===== config.mk =====
export PLATFORM = sky130hd
export DESIGN_NAME = lru_palette_rle_pixel_encoder_unit
export DESIGN_NICKNAME = d
export VERILOG_FILES = /design/src/design/lprpe_pkg.sv /design/src/design/lprpe_front.sv /design/src/design/lprpe_queue.sv /design/src/design/lprpe_back.sv /design/src/design/lru_palette_rle_pixel_encoder_unit.sv
export SDC_FILE = /design/constraint.sdc
export NUM_CORES = 2
export LEC_CHECK = 0
export ABC_AREA = 1
export ABC_CLOCK_PERIOD_IN_PS = 25300
export BUFFER_PORTS_ARGS = -buffer_cell sky130_fd_sc_hd__buf_4
export CORE_AREA = 4 4 488 490
export DETAILED_ROUTE_END_ITERATION = 8
export DIE_AREA = 0 0 492 494
export PLACE_DENSITY_LB_ADDON = 0.15
export SLEW_MARGIN = 25
export SYNTH_ARGS = -nofsm -noshare
export SYNTH_HDL_FRONTEND = slang
export SYNTH_SLANG_ARGS = --single-unit

===== constraint.sdc =====
create_clock -name clk -period 25.3 [get_ports clk]
set_input_delay 5.06 -clock clk [delete_from_list [all_inputs] [get_ports clk]]
set_output_delay 5.06 -clock clk [all_outputs]
set_load 0.005 [all_outputs]

===== src/design/lprpe_pkg.sv =====
// Shared types and constants of the palette and run-length pixel encoder.
`default_nettype none

package lprpe_pkg;

  // Palette geometry: entries are scanned one row of LANES entries per cycle.
  localparam int PALETTE_ENTRIES_DEFAULT = 64;
  localparam int LANES                   = 4;
  localparam int LANE_W                  = $clog2(LANES);

  // Depth of the command queue between the front and the back.
  localparam int QUEUE_DEPTH = 2;

  // Run length at which a run is closed with the repeat byte.
  localparam logic [5:0] RUN_FULL    = 6'd63;
  localparam logic [7:0] BYTE_REPEAT = 8'hFF;
  localparam logic [1:0] TAG_RUN     = 2'b11;
  localparam logic [1:0] TAG_INDEX   = 2'b10;

  typedef struct packed {
    logic [14:0] pixel_color;
    logic        final_pixel;
  } pixel_t;

  typedef struct packed {
    logic [7:0] code_byte;
    logic       last_of_item;
    logic       end_of_stream;
  } code_t;

  // One unit of work for the back: an optional leading byte, then an optional lookup.
  typedef struct packed {
    logic        pre_valid;
    logic [7:0]  pre_byte;
    logic        lookup;
    logic [14:0] color;
    logic        fin;
  } cmd_t;

endpackage

`default_nettype wire


===== src/design/lprpe_front.sv =====
// Front end: accepts pixels, tracks runs and turns byte-causing pixels into commands.
`default_nettype none

module lprpe_front
  import lprpe_pkg::*;
(
  input  wire logic   clk,
  input  wire logic   rst,
  input  wire logic   pixel_valid,
  output logic        pixel_ready,
  input  wire pixel_t pixel,
  output logic        cmd_push,
  output cmd_t        cmd,
  input  wire logic   cmd_full
);

  logic        prev_valid, prev_valid_next;
  logic [14:0] prev_color, prev_color_next;
  logic        run_active, run_active_next;
  logic [5:0]  run_cnt, run_cnt_next;

  logic        accept;
  logic        same;
  logic        push;
  logic [5:0]  run_inc;

  assign pixel_ready = !cmd_full;
  assign accept      = pixel_valid && pixel_ready;
  assign same        = prev_valid && (pixel.pixel_color == prev_color);
  assign run_inc     = run_active ? run_cnt + 6'd1 : 6'd0;

  always_comb begin
    prev_valid_next = prev_valid;
    prev_color_next = prev_color;
    run_active_next = run_active;
    run_cnt_next    = run_cnt;
    push            = 1'b0;
    cmd.pre_valid   = 1'b0;
    cmd.pre_byte    = {TAG_RUN, run_cnt};
    cmd.lookup      = 1'b0;
    cmd.color       = pixel.pixel_color;
    cmd.fin         = pixel.final_pixel;
    if (same) begin
      if (run_inc == RUN_FULL) begin
        push            = 1'b1;
        cmd.pre_valid   = 1'b1;
        cmd.pre_byte    = BYTE_REPEAT;
        run_active_next = 1'b0;
      end else begin
        run_active_next = 1'b1;
        run_cnt_next    = run_inc;
        if (pixel.final_pixel) begin
          push          = 1'b1;
          cmd.pre_valid = 1'b1;
          cmd.pre_byte  = {TAG_RUN, run_inc};
        end
      end
    end else begin
      // A new color closes any open run and goes to the palette.
      push            = 1'b1;
      cmd.pre_valid   = run_active;
      cmd.lookup      = 1'b1;
      prev_valid_next = 1'b1;
      prev_color_next = pixel.pixel_color;
      run_active_next = 1'b0;
    end
    if (pixel.final_pixel) begin
      prev_valid_next = 1'b0;
      run_active_next = 1'b0;
    end
  end

  assign cmd_push = accept && push;

  always_ff @(posedge clk) begin
    if (rst) begin
      prev_valid <= 1'b0;
      run_active <= 1'b0;
    end else if (accept) begin
      prev_valid <= prev_valid_next;
      run_active <= run_active_next;
    end
    if (accept) begin
      prev_color <= prev_color_next;
      run_cnt    <= run_cnt_next;
    end
  end

endmodule

`default_nettype wire


===== src/design/lprpe_queue.sv =====
// Short command queue between the front end and the back end.
`default_nettype none

module lprpe_queue
  import lprpe_pkg::*;
(
  input  wire logic clk,
  input  wire logic rst,
  input  wire logic push,
  input  wire cmd_t push_data,
  output logic      full,
  input  wire logic pop,
  output cmd_t      pop_data,
  output logic      empty
);

  localparam int PW = (QUEUE_DEPTH > 1) ? $clog2(QUEUE_DEPTH) : 1;
  localparam logic [PW:0] DEPTH_C = (PW + 1)'(QUEUE_DEPTH);
  localparam logic [PW-1:0] LAST_C = PW'(QUEUE_DEPTH - 1);

  cmd_t          slots [QUEUE_DEPTH];
  logic [PW-1:0] wr_ptr, rd_ptr;
  logic [PW:0]   count;

  assign full     = (count == DEPTH_C);
  assign empty    = (count == '0);
  assign pop_data = slots[rd_ptr];

  always_ff @(posedge clk) begin
    if (rst) begin
      wr_ptr <= '0;
      rd_ptr <= '0;
      count  <= '0;
    end else begin
      if (push) begin
        wr_ptr <= (wr_ptr == LAST_C) ? '0 : wr_ptr + 1'b1;
      end
      if (pop) begin
        rd_ptr <= (rd_ptr == LAST_C) ? '0 : rd_ptr + 1'b1;
      end
      if (push && !pop) begin
        count <= count + 1'b1;
      end else if (pop && !push) begin
        count <= count - 1'b1;
      end
    end
    if (push) begin
      slots[wr_ptr] <= push_data;
    end
  end

endmodule

`default_nettype wire


===== src/design/lprpe_back.sv =====
// Back end: palette scan with least-recently-used replacement and byte emission.
`default_nettype none

module lprpe_back
  import lprpe_pkg::*;
#(
  parameter int PALETTE_ENTRIES = PALETTE_ENTRIES_DEFAULT
) (
  input  wire logic clk,
  input  wire logic rst,
  input  wire logic cmd_empty,
  input  wire cmd_t cmd,
  output logic      cmd_pop,
  output logic      code_valid,
  input  wire logic code_ready,
  output code_t     code
);

  localparam int ROWS_USED = (PALETTE_ENTRIES + LANES - 1) / LANES;
  localparam int RW        = (ROWS_USED > 1) ? $clog2(ROWS_USED) : 1;
  localparam int ROWS      = 2 ** RW;
  localparam int SW        = RW + LANE_W;
  localparam logic [RW-1:0] LAST_ROW = RW'((PALETTE_ENTRIES - 1) / LANES);

  localparam logic [2:0] S_IDLE  = 3'd0;
  localparam logic [2:0] S_PRE   = 3'd1;
  localparam logic [2:0] S_SCAN  = 3'd2;
  localparam logic [2:0] S_EMIT1 = 3'd3;
  localparam logic [2:0] S_EMIT2 = 3'd4;

  typedef struct packed {
    logic              ok;
    logic [31:0]       st;
    logic [LANE_W-1:0] lane;
  } cand_t;

  function automatic cand_t pick(cand_t a, cand_t b);
    cand_t r;
    if (!b.ok) begin
      r = a;
    end else if (!a.ok) begin
      r = b;
    end else begin
      r = (b.st < a.st) ? b : a;
    end
    return r;
  endfunction

  // Palette memories, one row of LANES entries per address.
  logic [LANES-1:0][14:0] pal_mem   [ROWS];
  logic [LANES-1:0][31:0] stamp_mem [ROWS];
  logic [LANES-1:0]       ev        [ROWS];

  logic [2:0]  state;
  cmd_t        cur;
  logic [31:0] stamp_counter;

  // Read stage.
  logic                   issue;
  logic [RW-1:0]          rd_row;
  logic                   issued_all;
  logic                   a_valid;
  logic [RW-1:0]          a_row;
  logic [LANES-1:0]       a_ev;
  logic [LANES-1:0][14:0] pal_rd;
  logic [LANES-1:0][31:0] stp_rd;

  // Row compare stage.
  logic              b_valid;
  logic [RW-1:0]     b_row;
  logic              b_hit;
  logic [LANE_W-1:0] b_hit_lane;
  logic [31:0]       b_min;
  logic [LANE_W-1:0] b_min_lane;

  logic              row_hit;
  logic [LANE_W-1:0] row_hit_lane;
  cand_t             lane_c [LANES];
  cand_t             pair0, pair1, row_min;

  // Merge stage.
  logic [31:0]   run_min;
  logic [SW-1:0] run_slot;
  logic          take_row;
  logic [31:0]   merged_min;
  logic [SW-1:0] merged_slot;
  logic          c_done;
  logic [SW-1:0] c_slot;

  logic          res_hit;
  logic [SW-1:0] res_slot;

  logic  out_free;
  logic  emit;
  code_t emit_code;
  logic  finish;
  logic  out_valid;
  code_t out_code;

  assign issue = (state == S_SCAN) && !issued_all;

  always_comb begin
    logic [14:0] val;
    logic [31:0] st;
    logic        in_range;
    row_hit      = 1'b0;
    row_hit_lane = '0;
    for (int j = LANES - 1; j >= 0; j--) begin
      in_range  = (int'(a_row) * LANES + j) < PALETTE_ENTRIES;
      val       = a_ev[j] ? pal_rd[j] : 15'd0;
      st        = a_ev[j] ? stp_rd[j] : 32'd0;
      lane_c[j] = '{ok: in_range, st: st, lane: LANE_W'(j)};
      if (in_range && (val == cur.color)) begin
        row_hit      = 1'b1;
        row_hit_lane = LANE_W'(j);
      end
    end
    pair0   = pick(lane_c[0], lane_c[1]);
    pair1   = pick(lane_c[2], lane_c[3]);
    row_min = pick(pair0, pair1);
  end

  always_comb begin
    take_row    = (b_row == '0) || (b_min < run_min);
    merged_min  = take_row ? b_min : run_min;
    merged_slot = take_row ? {b_row, b_min_lane} : run_slot;
    c_done      = b_valid && (b_hit || (b_row == LAST_ROW));
    c_slot      = b_hit ? {b_row, b_hit_lane} : merged_slot;
  end

  assign out_free = !out_valid || code_ready;

  always_comb begin
    cmd_pop   = 1'b0;
    emit      = 1'b0;
    finish    = 1'b0;
    emit_code = '{code_byte: cur.pre_byte, last_of_item: 1'b0, end_of_stream: 1'b0};
    case (state)
      S_IDLE: begin
        cmd_pop = !cmd_empty;
      end
      S_PRE: begin
        emit      = out_free;
        emit_code = '{code_byte: cur.pre_byte, last_of_item: !cur.lookup,
                      end_of_stream: !cur.lookup && cur.fin};
        finish    = out_free && !cur.lookup;
      end
      S_EMIT1: begin
        emit = out_free;
        if (res_hit) begin
          emit_code = '{code_byte: {TAG_INDEX, 6'(res_slot)}, last_of_item: 1'b1,
                        end_of_stream: cur.fin};
          finish    = out_free;
        end else begin
          emit_code = '{code_byte: {1'b0, cur.color[14:8]}, last_of_item: 1'b0,
                        end_of_stream: 1'b0};
        end
      end
      S_EMIT2: begin
        emit      = out_free;
        emit_code = '{code_byte: cur.color[7:0], last_of_item: 1'b1,
                      end_of_stream: cur.fin};
        finish    = out_free;
      end
      default: begin
        emit = 1'b0;
      end
    endcase
  end

  // Sequencer and control state.
  always_ff @(posedge clk) begin
    if (rst) begin
      state         <= S_IDLE;
      stamp_counter <= '0;
      issued_all    <= 1'b0;
      a_valid       <= 1'b0;
      b_valid       <= 1'b0;
      out_valid     <= 1'b0;
      for (int r = 0; r < ROWS; r++) begin
        ev[r] <= '0;
      end
    end else begin
      a_valid <= issue && !c_done;
      b_valid <= a_valid && !c_done;
      if (state != S_SCAN) begin
        issued_all <= 1'b0;
      end else if (issue && (rd_row == LAST_ROW)) begin
        issued_all <= 1'b1;
      end
      if (emit) begin
        out_valid <= 1'b1;
      end else if (code_ready) begin
        out_valid <= 1'b0;
      end
      case (state)
        S_IDLE: begin
          if (cmd_pop) begin
            if (cmd.lookup) begin
              stamp_counter <= stamp_counter + 32'd1;
            end
            state <= cmd.pre_valid ? S_PRE : S_SCAN;
          end
        end
        S_PRE: begin
          if (out_free) begin
            state <= cur.lookup ? S_SCAN : S_IDLE;
          end
        end
        S_SCAN: begin
          if (c_done) begin
            state <= S_EMIT1;
            ev[c_slot[SW-1:LANE_W]][c_slot[LANE_W-1:0]] <= 1'b1;
          end
        end
        S_EMIT1: begin
          if (out_free) begin
            state <= res_hit ? S_IDLE : S_EMIT2;
          end
        end
        S_EMIT2: begin
          if (out_free) begin
            state <= S_IDLE;
          end
        end
        default: begin
          state <= S_IDLE;
        end
      endcase
      // The end of an image returns the palette and the stamps to their reset values.
      if (finish && cur.fin) begin
        stamp_counter <= '0;
        for (int r = 0; r < ROWS; r++) begin
          ev[r] <= '0;
        end
      end
    end
  end

  // Datapath registers.
  always_ff @(posedge clk) begin
    if (cmd_pop) begin
      cur <= cmd;
    end
    if (state != S_SCAN) begin
      rd_row <= '0;
    end else if (issue) begin
      rd_row <= rd_row + 1'b1;
    end
    if (issue) begin
      pal_rd <= pal_mem[rd_row];
      stp_rd <= stamp_mem[rd_row];
      a_row  <= rd_row;
      a_ev   <= ev[rd_row];
    end
    if (a_valid) begin
      b_row      <= a_row;
      b_hit      <= row_hit;
      b_hit_lane <= row_hit_lane;
      b_min      <= row_min.st;
      b_min_lane <= row_min.lane;
    end
    if (b_valid) begin
      run_min  <= merged_min;
      run_slot <= merged_slot;
    end
    if (c_done) begin
      res_hit  <= b_hit;
      res_slot <= c_slot;
      pal_mem[c_slot[SW-1:LANE_W]][c_slot[LANE_W-1:0]]   <= cur.color;
      stamp_mem[c_slot[SW-1:LANE_W]][c_slot[LANE_W-1:0]] <= stamp_counter;
    end
    if (emit) begin
      out_code <= emit_code;
    end
  end

  assign code_valid = out_valid;
  assign code       = out_code;

endmodule

`default_nettype wire


===== src/design/lru_palette_rle_pixel_encoder_unit.sv =====
// Top level of the palette and run-length pixel encoder.
//
// The pixel channel (pixel_valid, pixel_ready, pixel) takes one 15-bit color
// and a final-pixel flag per item. The code channel (code_valid, code_ready,
// code) delivers the compressed stream one byte per item, with last_of_item
// on the last byte a pixel causes and end_of_stream on the last byte of an
// image. A pixel that only extends a run causes no byte. Accepted pixels are
// classified by the front end, and those that cause bytes are queued as
// commands; the back end works on one command at a time. A new color is
// dequeued, emits any pending run byte, then scans the palette four entries
// per cycle through the read, row compare and merge stages, stopping early
// on a hit, then emits its bytes at one byte per cycle while the receiver
// accepts them. Each byte passes through the output register before it
// appears on code. Reset clears the run state, the queue, the output
// register and the palette valid bits, so the palette reads as all zero with
// zero stamps. When the receiver stalls, the output register holds its byte,
// the back end waits, and once the queue fills pixel_ready drops.
`default_nettype none

module lru_palette_rle_pixel_encoder_unit
  import lprpe_pkg::*;
#(
  parameter int PALETTE_ENTRIES = PALETTE_ENTRIES_DEFAULT
) (
  input  wire logic   clk,
  input  wire logic   rst,
  input  wire logic   pixel_valid,
  output logic        pixel_ready,
  input  wire pixel_t pixel,
  output logic        code_valid,
  input  wire logic   code_ready,
  output code_t       code
);

  // Commands from the front end to the queue.
  logic cmd_push;
  cmd_t cmd_in;
  logic cmd_full;

  // Commands from the queue to the back end.
  logic cmd_pop;
  cmd_t cmd_out;
  logic cmd_empty;

  // The front end sees only whether the queue has room, so pixels keep
  // flowing while the back end scans the palette or waits on the receiver.
  lprpe_front u_front (
    .clk         (clk),
    .rst         (rst),
    .pixel_valid (pixel_valid),
    .pixel_ready (pixel_ready),
    .pixel       (pixel),
    .cmd_push    (cmd_push),
    .cmd         (cmd_in),
    .cmd_full    (cmd_full)
  );

  lprpe_queue u_queue (
    .clk       (clk),
    .rst       (rst),
    .push      (cmd_push),
    .push_data (cmd_in),
    .full      (cmd_full),
    .pop       (cmd_pop),
    .pop_data  (cmd_out),
    .empty     (cmd_empty)
  );

  // The back end owns the palette, the use stamps and the output register.
  lprpe_back #(
    .PALETTE_ENTRIES (PALETTE_ENTRIES)
  ) u_back (
    .clk        (clk),
    .rst        (rst),
    .cmd_empty  (cmd_empty),
    .cmd        (cmd_out),
    .cmd_pop    (cmd_pop),
    .code_valid (code_valid),
    .code_ready (code_ready),
    .code       (code)
  );

endmodule

`default_nettype wire


==> results.md <==
- Buffers added to address setup during post-CTS repair amount to 0.
- The shortest period the worst path allows is 6932 ps.
- In the final layout, the share of cells above drive strength 1 is 8.544%.
- Across the routed clock network, the largest skew measured is 92.37 ps.
- The power density relative to cell area is 94.31 nW/um^2.
- The depth of the worst hold-timing path is 0.
- The number of antenna violations at the first check in global routing is 17.
- The final count of pins violating max slew was 0.
- The total grt overflow is 0.
- The class of the most critical hold timing path is reg -> reg.
- Counting tap cells, the placed design contains a total of 13,070 instances.
- Counting flops with an async set or reset pin after synthesis yields a share of 0%.
- After detailed routing, the total wire length is 393,200 um.
- The arrival time at the worst endpoint is 7750 ps.
- The average wire per cell in the routed design is 28.69 um.
- The tree built by TritonCTS fans out to 3,506 sinks.
- Once detail routing completed, the nets flagged for antenna violations numbered 0.
- The library cells used most frequently in the layout, excluding fill and tap cells, are 3,392 x edfxtp_1, 1,749 x nor2_1, 1,165 x nand2_1.
- In this run, post-CTS repair resized a total of 0 instances.
- Pin placement for this block handled 32 I/O pins.
- TritonCTS built the clock tree.
- After the last flow step, the layout net total stands at 10,440.
- Max-cap violations in this run came to 0.
- The number of setup violations in the final report is 0.
- Adding up every negative setup slack in the final design gives 0 ps.
- The count of warnings emitted by yosys is 0.
- The floorplan step set the die height to 494 um.
- The total number of vias is 88,580.
- The worst-case reg-to-reg path depth is 21.
- The final count of hold timing violations came to 0.
- The row count is 178.
- Synthesis produced 10,340 cells.
- The ratio of routed vias to standard cells is 6.464.
- Across all register-to-register paths, the minimum setup slack is 18,940 ps.
- The floorplan step set the die width to 492 um.
- The sequential area share after synthesis is 74.42%.
- The worst setup timing slack at the placement stage is 17,500 ps.
- IR analysis of the VDD net gives a maximum drop of 0.07894 mV.
- After synthesis the netlist holds a flip-flop and latch count of 3,506.
- Dividing the synthesized area by the synthesized cell count gives 13.53 sq um.
- The die covers 243,000 sq um.
- The netlist uses 57 different library cells.
- The first detailed-routing pass ran for 6 iterations.
- On the final layout, the worst hold slack is 418.4 ps.
- For this run, the leading register cell type out of synthesis is edfxtp_1.
- The static leakage is 47.94 nW.
- The placeable core area is 234,100 sq um.
- In this run the critical register-to-register path is captured at u_back.b_min[5].
- The worst path uses 27.40% of the clock period.
- The layout overhead on the synthesized area is 10.57%.
- Buffers inserted to repair hold after CTS numbered 0.
- The clock-pin slew reported for the worst setup and hold paths after clock tree synthesis is 60 ps.
- The buffer depth of the longest clock path is 4.
- After detailed placement, the total cell area comes to 143,800 sq um.
- The design draws 14.59 mW.
- The highest clock frequency the design can meet is 144.3 MHz.
- For this run, design rule violations remaining after detail routing come to 0.
- Setup slack on the critical path of the routed design comes to 18,370 ps.
- The worst slew slack as a fraction of its limit is 17.41%.
- The launching point of the worst reg2reg path is u_back.a_ev[0].
- The final instance area is 154,700 sq um.
- The tree is rooted in a clkbuf_16.
- The first routing iteration left 12,670 violations.
- Synthesis produced a netlist with a net count of 10,490.
- The origin of the worst min-delay path is u_back.a_row[1].
- The first global-routing pass estimated 565,500 um of wire.
- Counting flops with a built-in enable in the synthesized netlist gives 3,392.
- The path with the worst hold slack has its endpoint at u_back.b_row[1].
- The HPWL after detailed placement is 206,400 um.
- The number of non-filler instances in the completed layout is 13,700.
- The largest net degree at the start of global routing is 204.
- The type of the worst setup path is in -> reg.
- The library cell used most frequently in the layout, excluding fill and tap cells, is edfxtp_1.
- The starting density of the core is 59.78%.
- Setup repair after global routing left no endpoint under its margin.
- Counting the fill cells in the layout gives 16,520.
- The worst-margin pin slew is 1239 ps.
- Input and output buffers added on the ports amount to 31.
- The routability congestion estimate from global placement is 0.9066.
- The number of CTS-inserted buffers is 361.
- Clock latency on the worst-skew pair, taken at its later pin, is 1010 ps.
- The final design utilization is 66.10%.
- The overall routing resource usage is 31.72%.
- The via count of the first global-routing pass was 84,070.
- The CTS H-tree depth is 5.
- The run finished with clean final reports.
- The category of the worst setup path launch point is a primary input.
- Of all nets on the critical path, the largest fanout is 8.
- The required time of the critical path is 26,120 ps.
- STA classifies the critical path endpoint as a register.
- Summing every instance area after synthesis gives 139,900 sq um.
-- how the worst max path moves through the flow --
| stage | startpoint | end | slack [ps] | cells past startpoint |
|---|---|---|---|---|
| 4_1_cts | u_queue.count[0] | pixel_ready | 18400 | 3 |
| 2_1_floorplan | u_back.state[0] | u_back.a_ev[0] | 15550 | 5 |
| 3_3_place_gp | pixel[15] | u_queue.count[1] | 17400 | 15 |
| 6_report | pixel[15] | u_queue.count[1] | 18370 | 15 |
| 3_5_place_dp | pixel[15] | u_queue.count[1] | 17500 | 15 |
| 5_1_grt | pixel[15] | u_queue.count[1] | 18150 | 15 |
-- kinds of logic (layout without fill, tap and decap cells) --
kind of cell | count (synthesis) | in the layout | synth area share [%]
adder cells (fa/ha/maj) | 128 | 128 | 1.144
AO/OA/AOI/OAI | 1851 | 1851 | 8.935
buffers and inverters | 927 | 1130 | 2.546
other | 0 | 8 | 0
multiplexers | 320 | 320 | 2.289
flip-flops | 3506 | 3506 | 74.42
AND/OR/NAND/NOR | 3544 | 3544 | 10.25
XOR/XNOR | 67 | 67 | 0.4193
-- where the power goes --
| part | internal, mW | total (mW) | switching [mW] |
|---|---|---|---|
| Combinational | 0.730 | 2.79 | 2.06 |
| Clock | 2.81 | 4.93 | 2.12 |
| Sequential | 6.75 | 6.87 | 0.119 |
| Total | 10.3 | 14.6 | 4.30 |
-- critical path, cell delays in order --
cell     delay (ps)
buf_4           130
inv_1            50
nor2_1           40
nor4_1          210
nor3b_1         250
nand4_1         300
nor2_1          500
nand2_1          90
nand2_1         150
inv_1           100
ha_1            330
a21oi_1         120
o21ai_0         130
o21ai_0         200
a21oi_1          70
-- layout make-up --
class | count | area [sq um] | share of cell area, %
Clock inverter | 169 | 1246 | 0.8054
Inverter | 276 | 1064 | 0.6874
Antenna cell | 8 | 20.02 | 0.01294
Timing Repair Buffer | 234 | 1969 | 1.273
Tap cell | 3150 | 3941 | 2.547
Sequential cell | 3506 | 104200 | 67.35
Multi-Input combinational cell | 5910 | 32750 | 21.17
Clock buffer | 451 | 9520 | 6.153
-- flip-flops by register name, indices dropped and copies added (netlist names), 6 cells and up, named ones only --
| name | count |
|---|---|
| u_back.stamp_mem | 2048 |
| u_back.pal_mem | 960 |
| u_back.stp_rd | 128 |
| u_back.ev | 64 |
| u_back.pal_rd | 60 |
| u_queue.slots | 48 |
| u_back.b_min | 32 |
| u_back.run_min | 32 |
| u_back.stamp_counter | 32 |
| u_back.cur | 23 |
| u_front.prev_color | 15 |
| u_back.code | 10 |
| u_back.res_slot | 6 |
| u_back.run_slot | 6 |
| u_front.run_cnt | 6 |
-- Yosys cell counts (21+ instances only) --
cell type,instances,area (sq um)
nand2_1,1165,4373
o21ai_0,865,4329
nor3_1,24,120.1
inv_1,248,930.9
inv_2,21,78.83
o221ai_1,321,2811
clkbuf_1,572,2147
xor2_1,59,516.8
nor2_1,1818,6824
o211ai_1,76,570.6
o32ai_1,449,3933
buf_2,22,110.1
nor4_1,22,137.6
dfxtp_1,114,2282
nand3_1,404,2022
a21oi_1,86,430.4
edfxtp_1,3392,101900
nor2_2,23,143.9
mux2i_1,320,3203
buf_1,48,180.2
ha_1,128,1602
nand4_1,28,175.2
-- metal layers --
metal	GRT usage (%)	share of wire [%]	vias up
met2	49.17	46	5077
met5	0	0	-
met1	45.67	39	44310
met4	11.88	4.0	0
li1	-	-	38420
met3	5.569	11	775
No activity file was read; power rests on OpenSTA's default activity.
